$ cat src/pef_pkg.sv
// Shared types, constants and arithmetic helpers of the Prewitt edge filter.
package pef_pkg;

	localparam int MAX_WIDTH_DEF = 1024;
	localparam int WIDTH_W       = 11;
	localparam int HEIGHT_W      = 12;
	localparam int IN_ROW_W      = HEIGHT_W + 1;
	localparam int MODE_W        = 2;
	localparam int CFG_IW        = 2;
	localparam int CFG_DW        = 12;
	localparam int SQ_STEPS      = 4;
	localparam int SQ_RAD_W      = 16;
	localparam int SQ_REM_W      = 10;

	localparam logic [CFG_IW-1:0] CFG_WIDTH  = 2'd0;
	localparam logic [CFG_IW-1:0] CFG_HEIGHT = 2'd1;
	localparam logic [CFG_IW-1:0] CFG_MODE   = 2'd2;

	localparam logic [MODE_W-1:0] MODE_ROW = 2'd0;
	localparam logic [MODE_W-1:0] MODE_COL = 2'd1;
	localparam logic [MODE_W-1:0] MODE_MAG = 2'd2;

	localparam logic REQ_FLUSH = 1'b1;

	localparam logic [WIDTH_W-1:0]  WIDTH_RST  = 11'd640;
	localparam logic [HEIGHT_W-1:0] HEIGHT_RST = 12'd480;

	localparam logic [7:0] PIX_MAX = 8'd255;

	typedef logic [7:0] pix_t;

	typedef struct packed {
		pix_t top;
		pix_t mid;
		pix_t bot;
	} col_t;

	typedef struct packed {
		logic emit;
		logic m_left;
		logic m_right;
		logic m_top;
		logic m_bot;
		logic last;
	} flags_t;

	typedef struct packed {
		logic [SQ_RAD_W-1:0] rad;
		logic [SQ_REM_W-1:0] rem;
		pix_t                root;
	} sqrt_t;

	function automatic pix_t clamp_pix(input logic signed [10:0] v);
		if (v < 0)
			return '0;
		if (v > 11'sd255)
			return PIX_MAX;
		return v[7:0];
	endfunction

	function automatic sqrt_t sqrt_step(input sqrt_t s);
		logic [SQ_REM_W+1:0] t;
		logic [SQ_REM_W+1:0] tr;
		sqrt_t               r;
		t     = {s.rem, s.rad[SQ_RAD_W-1 -: 2]};
		tr    = {2'b00, s.root, 2'b01};
		r.rad = {s.rad[SQ_RAD_W-3:0], 2'b00};
		if (t >= tr) begin
			r.rem  = SQ_REM_W'(t - tr);
			r.root = {s.root[6:0], 1'b1};
		end else begin
			r.rem  = t[SQ_REM_W-1:0];
			r.root = {s.root[6:0], 1'b0};
		end
		return r;
	endfunction

endpackage

$ cat src/pef_col.sv
// Window column cell: holds three pixels and takes its neighbour's column on each shift.
module pef_col (
	input  logic          clk,
	input  logic          en,
	input  pef_pkg::col_t d,
	output pef_pkg::col_t q
);
	import pef_pkg::*;

	col_t col_q;

	always_ff @(posedge clk) begin
		if (en)
			col_q <= d;
	end

	assign q = col_q;

endmodule

$ cat config.mk
export PLATFORM = sky130hd
export DESIGN_NAME = pef_col
export DESIGN_NICKNAME = d
export VERILOG_FILES = /design/src/pef_pkg.sv /design/src/pef_col.sv
export SDC_FILE = /design/constraint.sdc
export NUM_CORES = 1
export LEC_CHECK = 0
export ABC_AREA = 1
export BUFFER_PORTS_ARGS = -buffer_cell sky130_fd_sc_hd__buf_2
export CAP_MARGIN = 30
export CORE_MARGIN = 10
export CORE_UTILIZATION = 38
export CTS_CLUSTER_SIZE = 28
export DETAILED_ROUTE_END_ITERATION = 6
export PLACE_DENSITY = 0.75
export SKIP_CTS_REPAIR_TIMING = 1
export SYNTH_ARGS = -nofsm -noshare
export SYNTH_HDL_FRONTEND = slang
export SYNTH_SLANG_ARGS = --single-unit
$ cat constraint.sdc
create_clock -name clk -period 0.8 [get_ports clk]
set_input_delay 0.12 -clock clk [delete_from_list [all_inputs] [get_ports clk]]
set_output_delay 0.12 -clock clk [all_outputs]
set_load 0.02 [all_outputs]
## After elaboration in Yosys (flattened, before gate mapping)

Cells that the tools add are included.

| word-level totals | value |
|---|---|
| register bits | 24 |
| input bits | 26 |
| output and inout bits | 24 |
| logic and storage cells | 3 |

## Depth between registers and ports, before layout

| depth | value |
|---|---|
| depth in word-level cells | 0 |
| mapped depth | 0 |

## Worst setup path before layout

OpenSTA, ideal clock, no wires.

| timing | value |
|---|---|
| path kind | reg-to-output |
| start point | reg col_q (netlist bit q[0]) |
| end point | out q[0] (netlist bit) |
| arrival | 0.449 ns |
| data required time | 0.680 ns |
| slack | 0.231 ns |
| cell stages (with the launch flop) | 1 |
| path buffers | 0 |
| cells stage by stage | edfxtp_1 |

RTL lines:

| element | line | text |
|---|---|---|
| start: declaration | pef_col.sv:10 | `col_t col_q;` |
| start signal: assignment | pef_col.sv:14 | `col_q <= d;` |
| end: declaration | pef_col.sv:6 | `output pef_pkg::col_t q` |

No word-level cell between the ends.

## Worst setup path in the final report

| timing | value |
|---|---|
| start point | reg col_q (netlist bit q[0]) |
| end point | out q[0] (netlist bit) |

No word-level cell between the ends.

==> results by group <==
Status
  – Status: finished, violations left
  – Violated checks: setup timing

Timing
  – Final Hold Vio Count: 0
  – Final Max Tran Viols: 0
  – Setup violations, final: 24
  – Relative slew slack: 92.3%
  – Period minus WS final: around 990 ps
  – Final Cycle Share: 124%
  – RSZ-0062 raised after global routing: yes
  – Worst-Margin Slew: 116 ps
  – Fmax achieved: 1010 MHz
  – Setup TNS: -3860 ps
  – Final setup margin: -194 ps

Run
  – Max Cap Viol: 0

Logic synthesis
  – Most numerous cell in the Yosys netlist: edfxtp_1
  – Main synth FF type: edfxtp_1
  – #FFs+latches synth: 24
  – Yosys top cell by area: edfxtp_1
  – Cells after synthesis: 24
  – Synth Area per Inst: between 30 and 40 um2
  – Number of synthesized flops with an enable pin: 24
  – Sequential area share after synthesis: 100%
  – Synthesized area: 721 um2
  – Dominant cells by area after synthesis: edfxtp_1 (100%)
  – Commonest cells post-synth: edfxtp_1 (24)
  – Synth Warn #: 0
  – Syn_nets: 50
  – Top-area cell type share of the netlist area: 100%
  – Synth unique cells: 1
  – Ys async rst share: 0%

Min path
  – Hold Crit Class: in2reg
  – Hold Path Sink: q[21]$_DFFE_PP_
  – Hold path depth: 2
  – Worst hold start: en

CTS
  – Clock buffer count from CTS: 3
  – CTS tree: built
  – CTS root buf: clkbuf_4
  – H-tree depth: 1
  – CTS clk-pin slew, worst paths: 120 ps
  – Max Root-Sink Buffers: 2
  – Clk sinks: 24

Floorplanning
  – Chip Width: 63.6 um
  – Starting Density: 40.9%
  – Die height: between 60 and 70 um
  – Boundary pin count: 50
  – FP Rows: 15
  – Die ar.: 0.00404 mm2
  – Core box area: 0.00176 mm2

Power
  – Worst-case vdd ir drop: 1.32 mV
  – P per Cell Area: 1780 mW/mm2
  – Sequential power share: 60.6%
  – Switching Fraction: 22.6%
  – Clock Power Share: 19.4%
  – Combinational Power Share: 20.0%
  – Static Leak: 0.602 nW
  – Internal power: approximately 0.002 W
  – Switching power total: 0.000572 W
  – Overall power: 0.00253 W

Global route
  – Met3 Track Usage GR: 4.95%
  – Grt met2 use: between 10% and 20%
  – Global-route wire length before repair: between 2000 and 3000 um
  – GR peak layer: met2
  – M1 GR Usage: 8.27%
  – All-layer global routing usage: under 10%
  – Largest net degree at the start of global routing: 14
  – Vias in the first global route: 507
  – Initial antenna violation count: 0
  – Total grt overflow: 0

Setup path
  – Cells along the critical path: buf_6
  – Worst setup SP type: register
  – Kind of critical path: reg2out
  – Worst Path Required: 680 ps
  – CP peak stage delay: between 400 and 500 ps
  – Delay-heaviest family, CP: flip-flops
  – Worst EP arrival: 870 ps
  – Slowest-stage cell, CP: edfxtp_1
  – Worst-path fanout max: 1
  – CP bufs+invs: 1
  – CP Capture Type: primary output

Route
  – Drt initial violations: 11
  – Routed WL: ~2000 um
  – Vias: between 500 and 600
  – Initial DRT Pass Iterations: 2
  – # DRC: 0
  – Antenna Violating Nets Remaining: 0
  – Routed WL per cell: ~16 um
  – Routed vias/inst: 4.07

Final layout
  – Final nets: 130
  – Multi-input gate area: 0 um2
  – Multi-input combinational gate total: 0
  – Filler cell count: just over 100
  – Number of flip-flops in the largest register: 24
  – Area Overhead vs Synth: 97.4%
  – Fraction of layout cells with a size suffix above 1: 52.4%
  – Number of diodes: 0

Place
  – RePlAce Congestion: 0.665
  – Port Buf Inserts: 49
==> power by group through the flow <==
stage	Sequential, W	Clock, W	Combinational [W]
after floorplan	0.00168	0	0
after global placement	0.00154	0	0.000329
after detailed placement	0.00154	0	0.000334
after CTS	0.00151	0.000519	0.000334
after global routing	0.00155	0.000578	0.000539
final	0.00153	0.000492	0.000507
==> final cells by class <==
cell class	instances	area [um2]	share of cell area [%]
sequential	24	721	50.7
timing repair buffer	75	644	45.3
tap	25	31.3	2.20
clock buffer	3	22.5	1.58
clock inverter	1	3.75	0.264
==> worst max path at each step <==
stage | startpoint | to | slack (ps) | cells after the start
3_5_place_dp | en | q[20]$_DFFE_PP_ | 100 | 2
5_1_grt | q[0]$_DFFE_PP_ | q[0] | -250 | 1
2_1_floorplan | q[0]$_DFFE_PP_ | q[0] | 230 | 0
4_1_cts | q[17]$_DFFE_PP_ | q[17] | -200 | 1
6_report | q[0]$_DFFE_PP_ | q[0] | -190 | 1
3_3_place_gp | en | q[20]$_DFFE_PP_ | 100 | 2
==> cells in the final DEF (no fill, tap or decap) <==
master and n:
buf_12 2, edfxtp_1 24, clkbuf_4 3, dlygate4sd3_1 24
buf_6 19, buf_2 30, clkinv_1 1
==> layer usage <==
metal  share of wire, %  up-vias
li1                   -      255
met1                 33      238
met2                 56       26
met3                 10        2
met4               0.45        0
met5                  0        -
==> through the flow <==
step           setup slack (ps)  std cells  area (um2)  utilization [%]  hold WS [ps]
6_report                   -194        128        1420             80.6           216
5_1_grt                    -250        128        1420             80.6           208
4_1_cts                    -199        104        1060             60.3         -25.3
3_5_place_dp               98.7        100        1040             58.8           298
3_3_place_gp                104        100        1040             58.8           298
2_1_floorplan               231         24         721                -           219
==> cell families after synthesis <==
| group | synth area share, % |
|---|---|
| flip-flops | 100 |
Power figures use the tool's default switching activity.
