$ cat src/pef_pkg.sv
// Shared types, constants and arithmetic helpers of the Prewitt edge filter.
package pef_pkg;

	localparam int MAX_WIDTH_DEF = 1024;
	localparam int WIDTH_W       = 11;
	localparam int HEIGHT_W      = 12;
	localparam int IN_ROW_W      = HEIGHT_W + 1;
	localparam int MODE_W        = 2;
	localparam int CFG_IW        = 2;
	localparam int CFG_DW        = 12;
	localparam int SQ_STEPS      = 4;
	localparam int SQ_RAD_W      = 16;
	localparam int SQ_REM_W      = 10;

	localparam logic [CFG_IW-1:0] CFG_WIDTH  = 2'd0;
	localparam logic [CFG_IW-1:0] CFG_HEIGHT = 2'd1;
	localparam logic [CFG_IW-1:0] CFG_MODE   = 2'd2;

	localparam logic [MODE_W-1:0] MODE_ROW = 2'd0;
	localparam logic [MODE_W-1:0] MODE_COL = 2'd1;
	localparam logic [MODE_W-1:0] MODE_MAG = 2'd2;

	localparam logic REQ_FLUSH = 1'b1;

	localparam logic [WIDTH_W-1:0]  WIDTH_RST  = 11'd640;
	localparam logic [HEIGHT_W-1:0] HEIGHT_RST = 12'd480;

	localparam logic [7:0] PIX_MAX = 8'd255;

	typedef logic [7:0] pix_t;

	typedef struct packed {
		pix_t top;
		pix_t mid;
		pix_t bot;
	} col_t;

	typedef struct packed {
		logic emit;
		logic m_left;
		logic m_right;
		logic m_top;
		logic m_bot;
		logic last;
	} flags_t;

	typedef struct packed {
		logic [SQ_RAD_W-1:0] rad;
		logic [SQ_REM_W-1:0] rem;
		pix_t                root;
	} sqrt_t;

	function automatic pix_t clamp_pix(input logic signed [10:0] v);
		if (v < 0)
			return '0;
		if (v > 11'sd255)
			return PIX_MAX;
		return v[7:0];
	endfunction

	function automatic sqrt_t sqrt_step(input sqrt_t s);
		logic [SQ_REM_W+1:0] t;
		logic [SQ_REM_W+1:0] tr;
		sqrt_t               r;
		t     = {s.rem, s.rad[SQ_RAD_W-1 -: 2]};
		tr    = {2'b00, s.root, 2'b01};
		r.rad = {s.rad[SQ_RAD_W-3:0], 2'b00};
		if (t >= tr) begin
			r.rem  = SQ_REM_W'(t - tr);
			r.root = {s.root[6:0], 1'b1};
		end else begin
			r.rem  = t[SQ_REM_W-1:0];
			r.root = {s.root[6:0], 1'b0};
		end
		return r;
	endfunction

endpackage

$ cat src/pef_sqrt_cell.sv
// Square-root cell: a few digit steps of the integer root, registered.
module pef_sqrt_cell (
	input  logic           clk,
	input  logic           en,
	input  pef_pkg::sqrt_t d,
	output pef_pkg::sqrt_t q
);
	import pef_pkg::*;

	sqrt_t nx;
	sqrt_t st_q;

	always_comb begin
		nx = d;
		for (int i = 0; i < SQ_STEPS; i++)
			nx = sqrt_step(nx);
	end

	always_ff @(posedge clk) begin
		if (en)
			st_q <= nx;
	end

	assign q = st_q;

endmodule

$ cat config.mk
export PLATFORM = sky130hd
export DESIGN_NAME = pef_sqrt_cell
export DESIGN_NICKNAME = d
export VERILOG_FILES = /design/src/pef_pkg.sv /design/src/pef_sqrt_cell.sv
export SDC_FILE = /design/constraint.sdc
export NUM_CORES = 1
export LEC_CHECK = 0
export BUFFER_PORTS_ARGS = -buffer_cell sky130_fd_sc_hd__buf_4
export CAP_MARGIN = 25
export CORE_UTILIZATION = 61
export CTS_CLUSTER_DIAMETER = 200
export CTS_CLUSTER_SIZE = 10
export DETAILED_ROUTE_END_ITERATION = 7
export PLACE_DENSITY_LB_ADDON = 0.1
export SETUP_SLACK_MARGIN = 0.05
export SLEW_MARGIN = 0
export SYNTH_ARGS = -nofsm -noshare
export SYNTH_HDL_FRONTEND = slang
export SYNTH_SLANG_ARGS = --single-unit
$ cat constraint.sdc
create_clock -name clk -period 25.7 [get_ports clk]
set_input_delay 3.855 -clock clk [delete_from_list [all_inputs] [get_ports clk]]
set_output_delay 3.855 -clock clk [all_outputs]
set_load 0.01 [all_outputs]
Yosys cells after proc, flatten, opt, wreduce, memory -nomap -nowiden
Index checks and enable logic that the tools add are counted.

Flip-flop bits (word level): 26. Output and inout port bits: 34. Word-level logic and storage cells: 15.

$add $sub $neg: 4. Order comparisons: 4. Multiplexer cells: 4.

Operators by type and width (number): two-way mux 18 bit (4); greater-or-equal comparator 12 x 10 -> 1 bit (4); subtractor 10 bit (4).

Logic depth before layout (Yosys ltp)
Depth after elaboration: 8. Depth in mapped cells: 45.

Worst setup path after synthesis
No wires, ideal clock.

Kind: in2reg. Start: in d[7] (netlist name). End: reg st_q (netlist bit q[11]), data pin. Data arrival time: 11.657 ns. Data required time: 25.438 ns. Setup slack: 13.781 ns. Stages on the path: 41. Cell sequence: inv_1 > ha_1 > a2111oi_0 > o31a_1 > nand2_4 > clkbuf_1 > nor2_1 > a21oi_1 > ha_1 > clkbuf_1 > o21ai_0 > or2_2 > nor4_1 > nand3_1 > nand3_1 > or2_1 > buf_2 > clkbuf_1 > [5 not listed] > a2111oi_0 > o311a_1 > a31oi_4 > clkbuf_1 > nor2_1 > a21oi_1 > ha_1 > clkbuf_1 > nand2_1 > nand2b_1 > a21o_1 > a21oi_1 > nor2_1 > a41oi_1 > o21ai_1 > o21bai_1 > buf_6 > mux2_1.

RTL lines: start, declared (RTL line pef_sqrt_cell.sv:5) `input pef_pkg::sqrt_t d,`; end signal, assigned (RTL line pef_sqrt_cell.sv:21) `st_q <= nx;`; end, declared (RTL line pef_sqrt_cell.sv:11) `sqrt_t st_q;`.

==> impl_metrics.yaml <==
timing:
  post-route-min-period_ns: 12.90
  setup_tns_ns: 0
  finalCritPeriodShare_pct: 50.2
  fmax_ghz: 0.0775
  hold_ws_ns: 3.74
  rsz0062_at_grt: "no"
  finalHoldViolations: 0
  tightest_slew_ns: 0.941
  finalSetupViolCount: 0
  slew_headroom_pct: 37.1
  slew_viol_final: 0
clock_tree:
  cts_hold_buf: 0
  cts_setup_buffers: 0
  cts_buffers: 3
  path_clk_slew_ns: 0.10
  htree_levels: 1
  clockBufferDepth: 2
  clock_sinks: 26
  cts_tree: "yes"
  cts_root_buffer: "clkbuf_8"
  cts_resized: 0
pwr:
  peakVddDrop_v: 0.0000880
  power_frac_seq_pct: 19.4
  total_power_mw: 0.374
  swShare_pct: 44.0
  power.density_nw_per_um2: 98.6
  switchingPower_mw: 0.164
  p_int_mw: 0.209
  p_leak_nw: 1.71
  clock_power_share_pct: 9.4
  combPwrFrac_pct: 71.2
setup_path:
  required_ns: 25.73
  critPathCaptureType: "flip-flop"
  cp_slowest_stage_delay_ns: 0.62
  path_class: "input port to flip-flop"
  crit_top_cell: "ha_1"
  critPathArrivalTime_ns: 12.93
  crit_fanout: 19
  cp-start-kind: "input port"
  cpMaxStageDelayCell: "a2111oi_0"
status:
  status: "finished clean"
yosys:
  synth-edff-count: 26
  synthesis.yosys.warnings: 0
  synth-simple-area-share_pct: 18.5
  syn_area_um2: 3260
  synth_compound_area_share_pct: 22.0
  synthDistinctLibCells: 64
  synthMuxAreaShare_pct: 5.33
  synth_adder_area_share_pct: 15.3
  syn_area_per_cell_um2: 8.44
  synth_xor_area_share_pct: 7.74
  synth-seq-area-share_pct: 23.9
  synth-main-ff-cell: "edfxtp_1"
  ys_seq_elements: 26
  async_flop_share_pct: 0
  syn_inst: 387
  synth_top_family_by_area: "compound AO/OA/AOI/OAI gates"
cells_and_area:
  largest_register_ffs: 26
  final_util_pct: 73.7
  multiInputGateArea_um2: 2280
  layout.nets: 516
  drive_above_1_share_pct: 17.8
  n_antenna_cell: 0
  seq_area_um2: 781
  fillers: 431
  syn_to_final_growth_pct: 16.1
  fin_area_um2: 3790
place:
  placed_area_um2: 3720
  port_buffers: 61
  gp_congestion: 0.973
  hpwl_um: 6290
drt:
  initialDrtViolationCount: 129
  route.detailed.drc: 0
  wl_per_cell_um: 15.7
  drt-total-wl_um: 8000
  vias: 3052
  via_per_inst: 6.00
  firstDrtPassIters: 5
  antenna_left: 0
floorplanning:
  io_pins: 70
  start_util_pct: 63.5
  die_height_um: 75.2
  core-area_um2: 5140
  design.die.area_um2: 5650
  die_w_um: 75.2
  rows: 26
global_route:
  grt_max_degree: 27
  grt_antenna_before_repair: 0
  grt_overflow_total: 0
  grt_pass1_wl_um: 12500
  first_global_vias: 2782
  grt_usage_pct: 29.0
min_path:
  hold_path.class: "input port to flip-flop"
run:
  maxCapViolations: 0
## per-stage QoR
| stage | instances | worst slack, ns |
|---|---|---|
| 6_report | 509 | 12.80 |
| 5_1_grt | 509 | 11.96 |
| 4_1_cts | 509 | 12.84 |
| 3_5_place_dp | 505 | 12.59 |
| 3_3_place_gp | 505 | 12.71 |
| 2_1_floorplan | 394 | 13.78 |
## path summary, 6_finish.rpt
kind | start | end | slack, ns | depth (start not counted)
worst max-delay path | d[7] | q[14] | 12.80 | 38
worst min-delay path | d[25] | q[33] | 3.74 | 1
## critical path: cells and delay by family
kind            cells  cell delay [ns]
compound gates     14             3.51
simple gates       13             2.85
fa+ha+maj           4             1.48
buf+inv             5             0.69
mux                 1             0.43
xor+xnor            1             0.10
## cell families (layout without fill, tap and decap cells)
family | after synthesis | in the layout
other | 1 | 8
AND/OR/NAND/NOR | 119 | 119
multiplexers | 16 | 16
flip-flops | 26 | 26
adder cells (fa/ha/maj) | 40 | 40
XOR/XNOR | 28 | 28
AO/OA/AOI/OAI | 107 | 107
buffers and inverters | 50 | 95
## power groups by stage
stage | Clock, mW | Combinational, mW | Sequential, mW
after CTS | 0.0344 | 0.263 | 0.0726
after floorplan | 0 | 0.196 | 0.0791
after detailed placement | 0 | 0.260 | 0.0734
final | 0.0350 | 0.266 | 0.0724
after global placement | 0 | 0.255 | 0.0732
after global routing | 0.0357 | 0.293 | 0.0733
## placed cells by master (no fill, tap or decap), types with 12 or more instances in the layout
| master | synthesis | final |
|---|---|---|
| o21ai_0 | 12 | 12 |
| ha_1 | 40 | 40 |
| nand2_1 | 22 | 22 |
| xnor2_1 | 14 | 14 |
| xor2_1 | 13 | 13 |
| nor2_1 | 40 | 40 |
| nand3_1 | 14 | 14 |
| inv_1 | 29 | 29 |
| a21oi_1 | 38 | 38 |
| edfxtp_1 | 26 | 26 |
| buf_4 | 8 | 61 |
## Yosys cell counts (8+ instances only)
library cell	count	area, um2
xnor2_1	14	123
nor2_1	40	150
buf_4	8	60.1
inv_1	29	109
nand2_1	22	82.6
xor2_1	13	114
a21o_1	8	60.1
nand3_1	14	70.1
mux2_1	8	90.1
o21ai_0	12	60.1
edfxtp_1	26	781
ha_1	40	500
a21oi_1	38	190
## final cells by class
type | instances | share of cell area [%]
Clock buffer | 3 | 1.09
Clock inverter | 1 | 0.792
Inverter | 30 | 2.97
Multi-Input combinational cell | 318 | 60.2
Sequential cell | 26 | 20.6
Tap cell | 70 | 2.31
Timing Repair Buffer | 61 | 12.1
## routing by layer
layer	global-route usage (%)	wire length, um	up-vias	share of wire (%)
li1	-	-	1517	-
met1	36.5	3400	1400	43
met2	51.7	3970	119	50
met3	3.75	455	16	5.7
met4	8.64	180	0	2.2
met5	0	0	-	0
(Power assumes the default switching activity.)
